`src/hw/rtl/y2rgb_pkg.sv`:
```
// shared types and constants of the yuyv to rgb888 converter
package y2rgb_pkg;

  // configuration register indexes
  localparam logic [1:0] CFG_PAIRS_PER_LINE  = 2'd0;
  localparam logic [1:0] CFG_LINES_PER_FRAME = 2'd1;

  // bt.601 coefficients, signed q2.14
  localparam logic signed [15:0] COEF_RED_V   = 16'sd22971;
  localparam logic signed [15:0] COEF_GREEN_U = 16'sd5638;
  localparam logic signed [15:0] COEF_GREEN_V = 16'sd11700;
  localparam logic signed [15:0] COEF_BLUE_U  = 16'sd29032;

  localparam int FRAC_BITS = 14;
  localparam int TERM_W    = 24;
  localparam int SUM_W     = 25;

  localparam logic [8:0] CHROMA_MID  = 9'd128;
  localparam logic [7:0] CHANNEL_MAX = 8'd255;

  localparam logic [11:0] PAIRS_MAX = 12'd2048;
  localparam logic [12:0] LINES_MAX = 13'd4096;

  typedef struct packed {
    logic [7:0] luma_first;
    logic [7:0] chroma_blue;
    logic [7:0] luma_second;
    logic [7:0] chroma_red;
  } yuyv_t;

  typedef struct packed {
    logic [7:0]  blue_first;
    logic [7:0]  green_first;
    logic [7:0]  red_first;
    logic [7:0]  blue_second;
    logic [7:0]  green_second;
    logic [7:0]  red_second;
    logic [11:0] dest_row;
    logic [10:0] dest_pair;
    logic        end_of_frame;
  } rgb_pair_t;

  // chroma products shared by both lanes
  typedef struct packed {
    logic signed [TERM_W-1:0] red;
    logic signed [TERM_W-1:0] green_u;
    logic signed [TERM_W-1:0] green_v;
    logic signed [TERM_W-1:0] blue;
  } chroma_terms_t;

  typedef struct packed {
    logic [7:0] blue;
    logic [7:0] green;
    logic [7:0] red;
  } rgb_t;

  typedef struct packed {
    logic [11:0] dest_row;
    logic [10:0] dest_pair;
    logic        end_of_frame;
  } position_t;

endpackage

```
`src/hw/rtl/yuyv_to_rgb888_converter_top.sv`:
```
// top level of the yuyv to rgb888 converter: lanes, counters and output stage
//
// usage:
//   pixel channel: one yuyv macropixel (two lumas, shared cb/cr) per request,
//   valid/ready handshake. rgb channel: two rgb888 pixels per request plus the
//   bottom-up destination row, the pair column and an end of frame flag.
//   config port: cfg_write_enable with cfg_index 0 (pairs per line) or
//   1 (lines per frame) and cfg_data; write only while the block is idle.
//   pipeline: an accepted request passes the chroma multiply stage and then
//   the lane add/clamp stage before rgb_valid; each stage is one register.
//   throughput: one request per cycle unless stalled, two pixel lanes run side by side.
//   stall: all stages advance together; while rgb_valid is high and rgb_ready
//   is low the pipeline holds and pixel_ready is low. the output register is
//   the skid point, so a new request is taken in the same cycle the held
//   result leaves.
//   reset: rst (synchronous) clears the pipeline valids and the counters and
//   sets pairs per line to 320 and lines per frame to 480.
module yuyv_to_rgb888_converter_top
  import y2rgb_pkg::*;
(
  input  logic        clk,
  input  logic        rst,
  input  logic        cfg_write_enable,
  input  logic [1:0]  cfg_index,
  input  logic [12:0] cfg_data,
  input  logic        pixel_valid,
  output logic        pixel_ready,
  input  yuyv_t       pixel,
  output logic        rgb_valid,
  input  logic        rgb_ready,
  output rgb_pair_t   rgb
);

  logic          advance;
  logic          accept;
  position_t     position;
  chroma_terms_t terms;

  logic          s1_valid;
  logic [7:0]    s1_luma_first;
  logic [7:0]    s1_luma_second;
  position_t     s1_position;

  rgb_t          lane_first;
  rgb_t          lane_second;

  assign advance     = !rgb_valid || rgb_ready;
  assign pixel_ready = advance;
  assign accept      = pixel_valid && pixel_ready;

  y2rgb_position u_position (
    .clk              (clk),
    .rst              (rst),
    .cfg_write_enable (cfg_write_enable),
    .cfg_index        (cfg_index),
    .cfg_data         (cfg_data),
    .step             (accept),
    .position         (position)
  );

  y2rgb_chroma u_chroma (
    .clk         (clk),
    .enable      (advance),
    .chroma_blue (pixel.chroma_blue),
    .chroma_red  (pixel.chroma_red),
    .terms       (terms)
  );

  y2rgb_lane u_lane_first (
    .luma  (s1_luma_first),
    .terms (terms),
    .pixel (lane_first)
  );

  y2rgb_lane u_lane_second (
    .luma  (s1_luma_second),
    .terms (terms),
    .pixel (lane_second)
  );

  always_ff @(posedge clk) begin
    if (rst) begin
      s1_valid  <= 1'b0;
      rgb_valid <= 1'b0;
    end else if (advance) begin
      s1_valid  <= pixel_valid;
      rgb_valid <= s1_valid;
    end
  end

  // register the lumas and position into the middle stage; merge both lanes with the position into the output register
  always_ff @(posedge clk) begin
    if (advance) begin
      s1_luma_first    <= pixel.luma_first;
      s1_luma_second   <= pixel.luma_second;
      s1_position      <= position;
      rgb.blue_first   <= lane_first.blue;
      rgb.green_first  <= lane_first.green;
      rgb.red_first    <= lane_first.red;
      rgb.blue_second  <= lane_second.blue;
      rgb.green_second <= lane_second.green;
      rgb.red_second   <= lane_second.red;
      rgb.dest_row     <= s1_position.dest_row;
      rgb.dest_pair    <= s1_position.dest_pair;
      rgb.end_of_frame <= s1_position.end_of_frame;
    end
  end

  // the last pair of a frame always lands on the bottom destination row
  a_eof_row: assert property (@(posedge clk) disable iff (rst)
    rgb_valid && rgb.end_of_frame |-> rgb.dest_row == 12'd0)
    else $error("end of frame with nonzero dest_row");

  // an accepted request reaches the middle stage
  a_accept_to_s1: assert property (@(posedge clk) disable iff (rst)
    accept |=> s1_valid)
    else $error("accepted request lost before middle stage");

  // a middle stage request moves to the output when the pipe advances
  a_s1_to_out: assert property (@(posedge clk) disable iff (rst)
    s1_valid && advance |=> rgb_valid)
    else $error("middle stage request lost before output");

  // a held result blocks new requests
  a_stall_blocks: assert property (@(posedge clk) disable iff (rst)
    rgb_valid && !rgb_ready |-> !accept)
    else $error("request accepted while output stalled");

endmodule

```
`src/hw/rtl/y2rgb_chroma.sv`:
```
// chroma offset multiplies, registered once for both pixel lanes
module y2rgb_chroma
  import y2rgb_pkg::*;
(
  input  logic          clk,
  input  logic          enable,
  input  logic [7:0]    chroma_blue,
  input  logic [7:0]    chroma_red,
  output chroma_terms_t terms
);

  logic signed [8:0]        du;
  logic signed [8:0]        dv;
  logic signed [TERM_W-1:0] red_p;
  logic signed [TERM_W-1:0] green_u_p;
  logic signed [TERM_W-1:0] green_v_p;
  logic signed [TERM_W-1:0] blue_p;

  assign du = $signed({1'b0, chroma_blue} - CHROMA_MID);
  assign dv = $signed({1'b0, chroma_red} - CHROMA_MID);

  assign red_p     = TERM_W'(dv) * TERM_W'(COEF_RED_V);
  assign green_u_p = TERM_W'(du) * TERM_W'(COEF_GREEN_U);
  assign green_v_p = TERM_W'(dv) * TERM_W'(COEF_GREEN_V);
  assign blue_p    = TERM_W'(du) * TERM_W'(COEF_BLUE_U);

  always_ff @(posedge clk) begin
    if (enable) begin
      terms.red     <= red_p;
      terms.green_u <= green_u_p;
      terms.green_v <= green_v_p;
      terms.blue    <= blue_p;
    end
  end

endmodule

```
`src/hw/rtl/y2rgb_lane.sv`:
```
// one pixel lane: luma plus chroma terms, truncate and clamp
module y2rgb_lane
  import y2rgb_pkg::*;
(
  input  logic [7:0]    luma,
  input  chroma_terms_t terms,
  output rgb_t          pixel
);

  function automatic logic [7:0] to_channel(input logic signed [SUM_W-1:0] sum);
    logic [SUM_W-FRAC_BITS-1:0] whole;
    whole = sum[SUM_W-1:FRAC_BITS];
    if (sum <= 0) begin
      return 8'd0;
    end else if (whole > {{(SUM_W-FRAC_BITS-8){1'b0}}, CHANNEL_MAX}) begin
      return CHANNEL_MAX;
    end else begin
      return whole[7:0];
    end
  endfunction

  logic signed [SUM_W-1:0] base;
  logic signed [SUM_W-1:0] red_sum;
  logic signed [SUM_W-1:0] green_sum;
  logic signed [SUM_W-1:0] blue_sum;

  assign base = $signed({{(SUM_W-8-FRAC_BITS){1'b0}}, luma, {FRAC_BITS{1'b0}}});

  assign red_sum   = base + SUM_W'(terms.red);
  assign green_sum = base - SUM_W'(terms.green_u) - SUM_W'(terms.green_v);
  assign blue_sum  = base + SUM_W'(terms.blue);

  assign pixel.red   = to_channel(red_sum);
  assign pixel.green = to_channel(green_sum);
  assign pixel.blue  = to_channel(blue_sum);

endmodule

```
`src/hw/rtl/y2rgb_position.sv`:
```
// line geometry registers and pair/line counters with bottom-up row
module y2rgb_position
  import y2rgb_pkg::*;
(
  input  logic        clk,
  input  logic        rst,
  input  logic        cfg_write_enable,
  input  logic [1:0]  cfg_index,
  input  logic [12:0] cfg_data,
  input  logic        step,
  output position_t   position
);

  logic [11:0] pairs_per_line;
  logic [12:0] lines_per_frame;
  logic [10:0] pair_column;
  logic [11:0] line_index;

  logic [10:0] pair_last;
  logic [11:0] line_last;
  logic        line_end;
  logic        line_past;

  // zero acts as one, above range acts as the maximum
  always_comb begin
    if (pairs_per_line == 12'd0) begin
      pair_last = 11'd0;
    end else if (pairs_per_line > PAIRS_MAX) begin
      pair_last = 11'(PAIRS_MAX - 12'd1);
    end else begin
      pair_last = 11'(pairs_per_line - 12'd1);
    end
    if (lines_per_frame == 13'd0) begin
      line_last = 12'd0;
    end else if (lines_per_frame > LINES_MAX) begin
      line_last = 12'(LINES_MAX - 13'd1);
    end else begin
      line_last = 12'(lines_per_frame - 13'd1);
    end
  end

  assign line_end  = pair_column >= pair_last;
  assign line_past = line_index >= line_last;

  assign position.dest_pair    = pair_column;
  assign position.end_of_frame = line_end && line_past;
  assign position.dest_row     = (line_index > line_last) ? 12'd0 : line_last - line_index;

  always_ff @(posedge clk) begin
    if (rst) begin
      pairs_per_line  <= 12'd320;
      lines_per_frame <= 13'd480;
      pair_column     <= 11'd0;
      line_index      <= 12'd0;
    end else begin
      if (cfg_write_enable) begin
        case (cfg_index)
          CFG_PAIRS_PER_LINE:  pairs_per_line  <= cfg_data[11:0];
          CFG_LINES_PER_FRAME: lines_per_frame <= cfg_data;
          default: ;
        endcase
      end
      if (step) begin
        if (line_end) begin
          pair_column <= 11'd0;
          line_index  <= line_past ? 12'd0 : line_index + 12'd1;
        end else begin
          pair_column <= pair_column + 11'd1;
        end
      end
    end
  end

endmodule
```
`config.mk`:
```
export PLATFORM = sky130hd
export DESIGN_NAME = yuyv_to_rgb888_converter_top
export DESIGN_NICKNAME = d
export VERILOG_FILES = /design/src/hw/rtl/y2rgb_pkg.sv /design/src/hw/rtl/yuyv_to_rgb888_converter_top.sv /design/src/hw/rtl/y2rgb_chroma.sv /design/src/hw/rtl/y2rgb_lane.sv /design/src/hw/rtl/y2rgb_position.sv
export SDC_FILE = /design/constraint.sdc
export NUM_CORES = 1
export LEC_CHECK = 0
export ABC_AREA = 0
export BUFFER_PORTS_ARGS = -buffer_cell sky130_fd_sc_hd__clkbuf_2
export CORE_MARGIN = 1
export CORE_UTILIZATION = 55
export CTS_BUF_LIST = sky130_fd_sc_hd__clkbuf_4 sky130_fd_sc_hd__clkbuf_8
export DETAILED_ROUTE_END_ITERATION = 8
export GPL_TIMING_DRIVEN = 0
export MAX_ROUTING_LAYER = met4
export PLACE_DENSITY = 0.73
export SYNTH_ARGS = -nofsm -noshare
export SYNTH_HDL_FRONTEND = slang
export SYNTH_SLANG_ARGS = --single-unit
```
`constraint.sdc`:
```
create_clock -name clk -period 8.4 [get_ports clk]
set_input_delay 1.68 -clock clk [delete_from_list [all_inputs] [get_ports clk]]
set_output_delay 1.68 -clock clk [all_outputs]
set_load 0.02 [all_outputs]
```
==> out/results.tsv, run 1 <==
metric	value	unit
outcome	completed	
CTS H-tree lvls	2	
period utilization	74.4	%
skew final	0.0409	ns
Worst path max stage delay	0.58	ns
crit path from	pixel[7]	
Setup Crit Path Kind	input port to register	
die area	0.0387	mm^2
drt wl/cell	16.4	um
worst slack, placed	1.52	ns
Req. time, crit path	8.75	ns
synthesized cell area	0.0209	mm^2
Yosys cell types	91	
growth of design area from synthesis to finish	10.3	%
TritonCTS Buffers	43	
Root Buffer	clkbuf_8	
initial core utilization	56.4	%
final core occ	62.3	%
# diodes	0	
vias per cell	5.56	
warning count from the yosys run	0	
largest family of logic cells by synthesized area	adder cells	
share of cells above drive strength 1	10.7	%
worst path cell trace	clkbuf_2 > inv_1 > ha_1 > inv_1 > ha_1 > inv_1 > fa_1 > inv_1 > fa_1 > fa_1 > ha_1 > or3_1 > o21a_1 > a41oi_2 > o21ai_0 > o21a_1 > nor2_1 > xnor2_1	
XOR/XNOR Fraction of Synth Area	6.17	%
Power Density	337	mW/mm^2
CTS max path bufs	3	
fmax	160	MHz
syn_area_per_cell	10.1	um^2
initial antenna violation count	0	
Post-synth EDFFs	186	
Leakage	10.8	nW
area share of the leading cell type in the synthesized netlist	26.8	%
CTS tree	done	
VDD IR max	0.196	mV
io pins	126	
Final ANT Viol Nets	0	
mux contribution to synthesized area	0.0480	%
syn_nets	2572	
endpoints failing setup	0	
Pre-antenna DRT Iters	4	
GPL Wtd Cong	0.908	
hold slack	0.411	ns
max_cap viols	0	
ys async rst share	0	%
dpl cells	2705	
clock latency on the worst-skew pair	0.61	ns
vias in the first global route	15400	
Slew @ Worst Pin	0.996	ns
crit path time final	6.25	ns
DP HPWL	36600	um
I/O Buffers	125	
initial DRC count	738	
Syn Inst Count	2075	
# resized after CTS	0	
drt drc	0	
reg2reg start	u_chroma.terms[49]	
most frequent cell after synthesis	ha_1	
Worst Hold Class	register to register	
total grt overflow	0	
via count	15500	
die width	197	um
dpl cell area	0.0222	mm^2
simple-gate area share of the yosys netlist	11.4	%
Layout Cells excl Fill	2781	
CP Launch Type	input port	
drt total wl	45500	um
Commonest cells post-synth	340 x ha_1, 306 x inv_1, 186 x edfxtp_1, 152 x a21oi_1, 118 x nor2_1	
Slew headroom	33.1	%
synth top area cells	edfxtp_1 27%, ha_1 20%, fa_1 10%	
design area	0.0230	mm^2
largest net degree at the start of global routing	126	
num rows	70	
Core Box Area	0.0370	mm^2
# clock sinks	236	
Hold Violations, Final	0	
post-synthesis compound-gate area fraction	14.4	%
cell taking the most area after synthesis	edfxtp_1	
slack of the critical path	2.15	ns
total power draw	7.76	mW
Die H	197	um
nets@finish	2743	
first-pass GRT wire length	75300	um
Worst EP arrival	6.60	ns
Fill cells	3068	
most frequent cell on the critical path	inv_1	
setup TNS	0	ns
sequential-to-total area share from yosys stat	31.6	%
Slew Limit Fails	0	
register clock-pin slew on the reported worst setup and hold paths	0.07	ns
postcts setup bufs	0	
hold_buf cts	0	
area share of fa/ha/maj cells after synthesis	30.5	%
Critical Path End Type	register	
HP Start	s1_position[5]	
RSZ-0062 raised after global routing	no	
global-route usage over all layers	25.0	%
Max FO, Critical Path	12	
Top FF cell, synth	edfxtp_1	
Yosys reg bits	236	
Crit-path slowest cell	inv_1	
==> where the power goes <==
| group | total (mW) | switching [mW] | internal [mW] |
|---|---|---|---|
| sequential | 1.92 | 0.156 | 1.76 |
| combinational | 4.75 | 2.76 | 1.98 |
| clock | 1.10 | 0.483 | 0.616 |
==> state kept, by name, summed over array words and instances, names as in the netlist, 8 cells and up <==
signal and flops:
s1_position 24, rgb 72, s1_luma_second 8, s1_luma_first 8, u_chroma.terms 74, u_position.lines_per_frame 13, u_position.pairs_per_line 12, u_position.line_index 12
u_position.pair_column 11
==> path summary, 6_finish.rpt <==
| path | end | slack, ns | cells after the start |
|---|---|---|---|
| worst max-delay path | u_chroma.terms[94] | 2.15 | 18 |
| worst min-delay path | rgb[5] | 0.41 | 0 |
| worst max register to register | rgb[61] | 3.77 | 17 |
| worst min register to register | rgb[5] | 0.41 | 0 |
==> cell families (layout without fill, tap and decap cells) <==
logic type               Yosys count  after routing
AND/OR/NAND/NOR                  463            463
AO/OA/AOI/OAI                    453            453
adder cells (fa/ha/maj)          445            445
buffers and inverters            330            532
flip-flops                       236            236
XOR/XNOR                         147            147
multiplexers                       1              1
==> placed cells by master (no fill, tap or decap), types with 7 or more instances in the layout <==
cell	netlist	layout
edfxtp_1	186	186
a31oi_1	23	23
a211oi_1	11	11
nor3_1	54	54
or4_1	10	10
xor2_1	49	49
fa_1	105	105
o21bai_1	16	16
nor2b_1	20	20
nand4_1	11	11
o21ai_1	8	8
clkbuf_4	0	11
a21oi_1	152	152
a31o_2	7	7
and3_1	20	20
nand2_1	108	108
or3_1	19	19
clkbuf_2	0	125
clkbuf_1	19	19
o21ai_0	63	63
and2_1	10	10
ha_1	340	340
or2_2	9	9
nand3_1	28	28
nand2b_1	12	12
xnor2_1	98	98
o21a_1	33	33
nand3b_1	9	9
nor4_1	9	9
nor2_1	118	118
o31ai_1	16	16
clkbuf_8	0	46
a21o_1	52	52
dfxtp_1	50	50
inv_1	306	305
clkinv_1	0	8
==> critical path: cells and delay by family <==
kind | cells | cell delay (ns)
AOI/OAI and AO/OA | 4 | 0.99
buffers and inverters | 5 | 1.18
xor gates and xnor gates | 1 | 0.09
adders and majority gates | 6 | 2.20
and+or+nand+nor | 2 | 0.46
==> layer usage <==
layer / track usage, % / up-vias / routed length (um)
li1: - / 7676 / -
met1: 30.9 / 7338 / 20100
met2: 42.1 / 359 / 22300
met3: 3.52 / 93 / 1960
met4: 8.35 / 0 / 1200
met5: - / - / 0
==> cell type report <==
| class | count | area, um^2 | area share (%) |
|---|---|---|---|
| clock inverters | 19 | 144 | 0.625 |
| plain buffers | 24 | 106 | 0.462 |
| flip-flops and latches | 236 | 6590 | 28.6 |
| well taps | 504 | 631 | 2.74 |
| repair buffers | 126 | 653 | 2.84 |
| clock buffers | 57 | 716 | 3.11 |
| inverters | 306 | 1160 | 5.02 |
| multi-input cells | 1509 | 13000 | 56.6 |
Note: power is estimated with default switching activity, not from simulation.
==> run 2, diff against run 1 <==
--- a/config.mk
+++ b/config.mk
@@ -13,7 +13,7 @@
 export DETAILED_ROUTE_END_ITERATION = 8
 export GPL_TIMING_DRIVEN = 0
 export MAX_ROUTING_LAYER = met4
-export PLACE_DENSITY = 0.73
+export PLACE_DENSITY = 0.76
 export SYNTH_ARGS = -nofsm -noshare
 export SYNTH_HDL_FRONTEND = slang
 export SYNTH_SLANG_ARGS = --single-unit
==> constraint.sdc (replaced) <==
create_clock -name clk -period 5.5 [get_ports clk]
set_input_delay 1.1 -clock clk [delete_from_list [all_inputs] [get_ports clk]]
set_output_delay 1.1 -clock clk [all_outputs]
set_load 0.02 [all_outputs]
==> run 2 against run 1 <==
Sequential share of layout area is 0.22 points lower; non-clock buffer count rose by 9; cell count increased by 0.25%; setup slack got worse by 2.0 ns; global-route usage rose by 0.52 points; count of clock-buffer cells in the layout fell by 2; combinational power up 54%; highest routed layer unchanged.
==> out/results.tsv, run 2 (same netlist as run 1, synthesis figures left out) <==
metric	value	unit	change
fmax	188	MHz	
worst path cell trace	clkbuf_2 > inv_1 > ha_1 > inv_1 > ha_1 > inv_1 > fa_1 > inv_1 > fa_1 > fa_1 > ha_1 > or3_1 > o21bai_1 > a41o_1 > inv_1 > o21ai_0 > o41a_1 > xnor2_1		
Req. time, crit path	5.86	ns	-2.89 ns
global-route usage over all layers	25.5	%	+0.52 points
clock latency on the worst-skew pair	0.62	ns	about the same
largest net degree at the start of global routing	48		-62%
die area	0.0387	mm^2	unchanged
# diodes	0		unchanged
initial DRC count	836		+13%
dpl cell area	0.0222	mm^2	+0.22%
Worst Hold Class	register to register		
Slew headroom	40.0	%	+6.9 points
DP HPWL	37400	um	+2.2%
Max FO, Critical Path	12		unchanged
share of cells above drive strength 1	11.3	%	+0.62 points
max_cap viols	0		unchanged
register clock-pin slew on the reported worst setup and hold paths	0.06	ns	about the same
Final ANT Viol Nets	0		unchanged
commonest non-fill, non-tap cell in the layout	ha_1		
vias per cell	5.60		+0.75%
endpoints failing setup	0		unchanged
first-pass GRT wire length	76400	um	+1.4%
Crit-path slowest cell	fa_1		
io pins	126		unchanged
# clock sinks	236		unchanged
CTS H-tree lvls	2		unchanged
growth of design area from synthesis to finish	11.2	%	
skew final	0.0555	ns	+0.0146 ns
Leakage	10.9	nW	+0.55%
CTS max path bufs	3		unchanged
Setup Crit Path Kind	input port to register		
Layout Cells excl Fill	2788		+0.25%
CTS tree	done		
Pre-antenna DRT Iters	7		+3
GPL Wtd Cong	0.897		-1.2%
I/O Buffers	125		unchanged
Worst path max stage delay	0.50	ns	-0.08 ns
drt total wl	46800	um	+2.7%
Hold Violations, Final	0		unchanged
total grt overflow	0		unchanged
Critical Path End Type	register		
TritonCTS Buffers	41		-4.7%
Root Buffer	clkbuf_8		
period utilization	96.9	%	
design area	0.0232	mm^2	+0.78%
dpl cells	2708		+0.11%
total power draw	12.0	mW	+55%
drt drc	0		unchanged
number of flip-flops in the largest register	74		unchanged
most frequent cells in the layout	338 x ha_1, 303 x inv_1, 186 x edfxtp_1		
hold_buf cts	0		unchanged
Slew @ Worst Pin	0.893	ns	-0.103 ns
most frequent cell on the critical path	inv_1		
VDD IR max	0.296	mV	+51%
largest registers	u_chroma.terms (74), rgb (72), s1_position (24)		
Worst EP arrival	5.69	ns	-0.91 ns
CP Launch Type	input port		
crit path time final	5.33	ns	
num rows	70		unchanged
drt wl/cell	16.8	um	+2.4%
initial core utilization	56.4	%	unchanged
Biggest register	u_chroma.terms		
Die H	197	um	unchanged
Core Box Area	0.0370	mm^2	unchanged
die width	197	um	unchanged
via count	15600		+1.0%
outcome	completed		
Slew Limit Fails	0		unchanged
Power Density	518	mW/mm^2	+54%
initial antenna violation count	0		unchanged
vias in the first global route	15800		+2.8%
nets@finish	2750		+0.26%
[run 2: changes by cell type in the layout (fill, tap and decap cells not counted), moves of 2 or more]
cell / change
inv_1: -2
buf_12: +4
ha_1: -2
clkinvlp_4: +4
bufinv_16: +2
clkinv_1: -3
buf_4: +6
[run 2: final timing paths]
| kind | from | endpoint | slack (ns) | cells past startpoint |
|---|---|---|---|---|
| worst max-delay path | pixel[6] | u_chroma.terms[95] | 0.17 | 18 |
| worst min-delay path | s1_position[9] | rgb[9] | 0.42 | 0 |
| worst max register to register | u_chroma.terms[49] | rgb[37] | 0.98 | 14 |
| worst min register to register | s1_position[9] | rgb[9] | 0.42 | 0 |
[run 2: area by class of cell]
type                    count  area, um^2
plain buffers              24         106
fillers                  3075       13800
multi-input cells        1509       13100
clock inverters            19         200
well taps                 504         631
clock buffers              55         694
repair buffers            135         753
flip-flops and latches    236        6590
inverters                 306        1160
[run 2: repair_timing]
action | CTS | global route
buffers inserted | 1 | 5
setup endpoints to repair | 3 | 6
gates resized for setup | 1 | 8
pin swaps | 0 | 1
[run 2: report_power, final]
| group | internal [mW] | total, mW | switching [mW] |
|---|---|---|---|
| Sequential | 2.69 | 2.93 | 0.242 |
| Clock | 1.01 | 1.75 | 0.739 |
| Combinational | 3.05 | 7.33 | 4.28 |
[run 2: routing by layer]
| metal | track usage [%] | wire [um] | part of all wire, % | up-vias |
|---|---|---|---|---|
| met5 | - | 0 | 0 | - |
| met1 | 30.5 | 20200 | 43 | 7461 |
| li1 | - | - | - | 7679 |
| met4 | 9.56 | 1550 | 3.3 | 0 |
| met3 | 3.18 | 1990 | 4.3 | 115 |
| met2 | 44.0 | 23000 | 49 | 366 |
[run 2: per-stage QoR]
stage               hold slack [ns]  utilization [%]  worst slack [ns]  TNS, ns
floorplan                     0.400                -            0.0372        0
global placement              0.401             59.8             -1.25   -97.81
detailed placement            0.405             60.1            -0.800    -9.71
CTS                           0.420             62.5             0.126        0
global route                  0.431             62.7           -0.0399  -0.0670
finish                        0.420             62.7             0.172        0
[run 2: worst max-delay path: cells and delay by family]
| kind | cells | cell delay (ns) |
|---|---|---|
| buf+inv | 6 | 0.91 |
| fa+ha+maj | 6 | 2.15 |
| simple gates | 1 | 0.37 |
| xor+xnor | 1 | 0.14 |
| compound gates | 4 | 0.99 |
==> run 3, diff against run 2 <==
--- a/config.mk
+++ b/config.mk
@@ -13,7 +13,7 @@
 export DETAILED_ROUTE_END_ITERATION = 8
 export GPL_TIMING_DRIVEN = 0
 export MAX_ROUTING_LAYER = met4
-export PLACE_DENSITY = 0.76
+export PLACE_DENSITY = 0.73
 export SYNTH_ARGS = -nofsm -noshare
 export SYNTH_HDL_FRONTEND = slang
 export SYNTH_SLANG_ARGS = --single-unit
==> constraint.sdc (replaced) <==
create_clock -name clk -period 6.3 [get_ports clk]
set_input_delay 1.26 -clock clk [delete_from_list [all_inputs] [get_ports clk]]
set_output_delay 1.26 -clock clk [all_outputs]
set_load 0.05 [all_outputs]
==> run 3 against run 2 <==
Sequential share of layout area increased by 0.13 points; die area unchanged; count of clock-buffer cells in the layout unchanged; global-route usage decreased by 0.92 points; combinational power decreased by 8.2%; setup slack improved by 0.28 ns; utilization decreased by 0.29 points; largest power group unchanged; largest cell class unchanged; critical endpoint is now u_chroma.terms[94].
==> out/results.tsv, run 3 (same netlist as run 1, synthesis figures left out) <==
metric	value	unit	change
Req. time, crit path	6.63	ns	+0.77 ns
# diodes	0		unchanged
Root Buffer	clkbuf_8		
growth of design area from synthesis to finish	10.7	%	
Final ANT Viol Nets	0		unchanged
drt drc	0		unchanged
vias in the first global route	15100		-4.3%
outcome	completed		
Leakage	10.9	nW	-0.23%
Max FO, Critical Path	12		unchanged
DP HPWL	36800	um	-1.7%
largest net degree at the start of global routing	48		unchanged
fmax	171	MHz	
drt total wl	45200	um	-3.4%
postcts setup bufs	0		-1
share of cells above drive strength 1	10.9	%	-0.38 points
register clock-pin slew on the reported worst setup and hold paths	0.06	ns	about the same
Pre-antenna DRT Iters	5		-2
setup TNS	0	ns	unchanged
via count	15400		-1.4%
Worst Hold Class	register to register		
skew final	0.0345	ns	-0.0210 ns
RSZ-0062 raised after global routing	no		
VDD IR max	0.234	mV	-21%
largest registers	u_chroma.terms (74), rgb (72), s1_position (24)		
Critical Path End Type	register		
first-pass GRT wire length	74100	um	-3.0%
Power Density	467	mW/mm^2	-9.8%
io pins	126		unchanged
drt wl/cell	16.2	um	-3.3%
clock latency on the worst-skew pair	0.59	ns	-0.03 ns
Slew headroom	39.8	%	-0.15 points
Psw	4.95	mW	-5.8%
period utilization	92.9	%	
Seq pwr share	23.7	%	-0.7 points
Internal	5.83	mW	-14%
crit path time final	5.85	ns	
Slew @ Worst Pin	0.896	ns	+0.00227 ns
vias per cell	5.53		-1.3%
Comb pwr share	62.4	%	+1.4 points
Die H	197	um	unchanged
nets@finish	2745		-0.18%
CTS H-tree lvls	2		unchanged
dpl cell area	0.0222	mm^2	unchanged
total grt overflow	0		unchanged
Setup Crit Path Kind	input port to register		
GPL Wtd Cong	0.901		+0.43%
hold_buf cts	0		unchanged
design area	0.0231	mm^2	-0.46%
CP Launch Type	input port		
Net Sw Frac	45.9	%	+2.1 points
endpoints failing setup	0		unchanged
CTS tree	done		
I/O Buffers	125		unchanged
Worst EP arrival	6.18	ns	+0.49 ns
Core Box Area	0.0370	mm^2	unchanged
commonest non-fill, non-tap cell in the layout	ha_1		
initial core utilization	56.4	%	unchanged
Biggest register	u_chroma.terms		
initial DRC count	713		-15%
die area	0.0387	mm^2	unchanged
global-route usage over all layers	24.6	%	-0.92 points
most frequent cells in the layout	340 x ha_1, 305 x inv_1, 186 x edfxtp_1		
clock network power share	13.9	%	-0.7 points
CTS max path bufs	3		unchanged
# resized after CTS	0		-1
die width	197	um	unchanged
Hold Violations, Final	0		unchanged
max_cap viols	0		unchanged
# clock sinks	236		unchanged
num rows	70		unchanged
Slew Limit Fails	0		unchanged
hold slack	0.417	ns	-0.00316 ns
number of flip-flops in the largest register	74		unchanged
initial antenna violation count	0		unchanged
TritonCTS Buffers	42		+2.4%
==> run 3: cell count changes in the layout (fill, tap and decap cells not counted), moves of 2 or more <==
cell,previous run,this run
buf_4,8,2
clkinv_2,6,9
clkinvlp_4,6,4
ha_1,338,340
inv_1,303,305
==> run 3: layout make-up <==
cell class                 instances  area [um^2]
clock buffer                      55          694
multi-input combinational       1509        13000
sequential                       236         6590
fill                            3098        13900
tap                              504          631
buffer                            24          106
timing repair buffer             129          706
clock inverter                    22          189
inverter                         306         1150
==> run 3: path summary, 6_finish.rpt <==
path                      startpoint                 end  slack [ns]  cells after the start
setup / recovery            pixel[7]  u_chroma.terms[94]        0.45                     19
hold / removal        s1_position[0]              rgb[0]        0.42                      0
setup reg to reg  u_chroma.terms[49]             rgb[58]        1.73                     17
hold reg to reg       s1_position[0]              rgb[0]        0.42                      0
==> run 3: power groups by stage <==
| stage | logic, mW | clock network, mW | registers (mW) |
|---|---|---|---|
| 3_5_place_dp | 6.68 | 0 | 2.58 |
| 4_1_cts | 6.74 | 1.55 | 2.56 |
| 3_3_place_gp | 6.56 | 0 | 2.58 |
| 5_1_grt | 7.48 | 1.61 | 2.59 |
| 2_1_floorplan | 4.59 | 0 | 3.18 |
| 6_report | 6.73 | 1.50 | 2.55 |
==> run 3: metrics by stage <==
stage,setup WS (ns),cells,power [mW],util (%)
4_1_cts,0.403,2785,10.8,62.5
3_3_place_gp,-0.799,2704,9.15,59.8
2_1_floorplan,0.409,2075,7.78,-
6_report,0.450,2785,10.8,62.5
3_5_place_dp,-0.221,2708,9.27,60.1
5_1_grt,0.123,2785,11.7,62.5
==> run 3: worst max-delay path, stage by stage <==
cell and delay (ns):
clkbuf_2 0.25, inv_1 0.57, ha_1 0.37, inv_1 0.19
ha_1 0.19, inv_1 0.06, fa_1 0.50, inv_1 0.06
fa_1 0.52, fa_1 0.42, ha_1 0.19, or3_1 0.36
nor2_1 0.10, o21ai_0 0.11, a41oi_2 0.40, o21ai_0 0.18
o21a_1 0.19, nor2_1 0.13, xnor2_1 0.10
==> run 3: layer usage <==
layer,vias up,part of all wire [%],track usage [%]
li1,7679,-,-
met5,-,0,-
met3,97,4.2,3.25
met4,0,2.8,7.81
met2,362,48,41.1
met1,7266,45,31.0
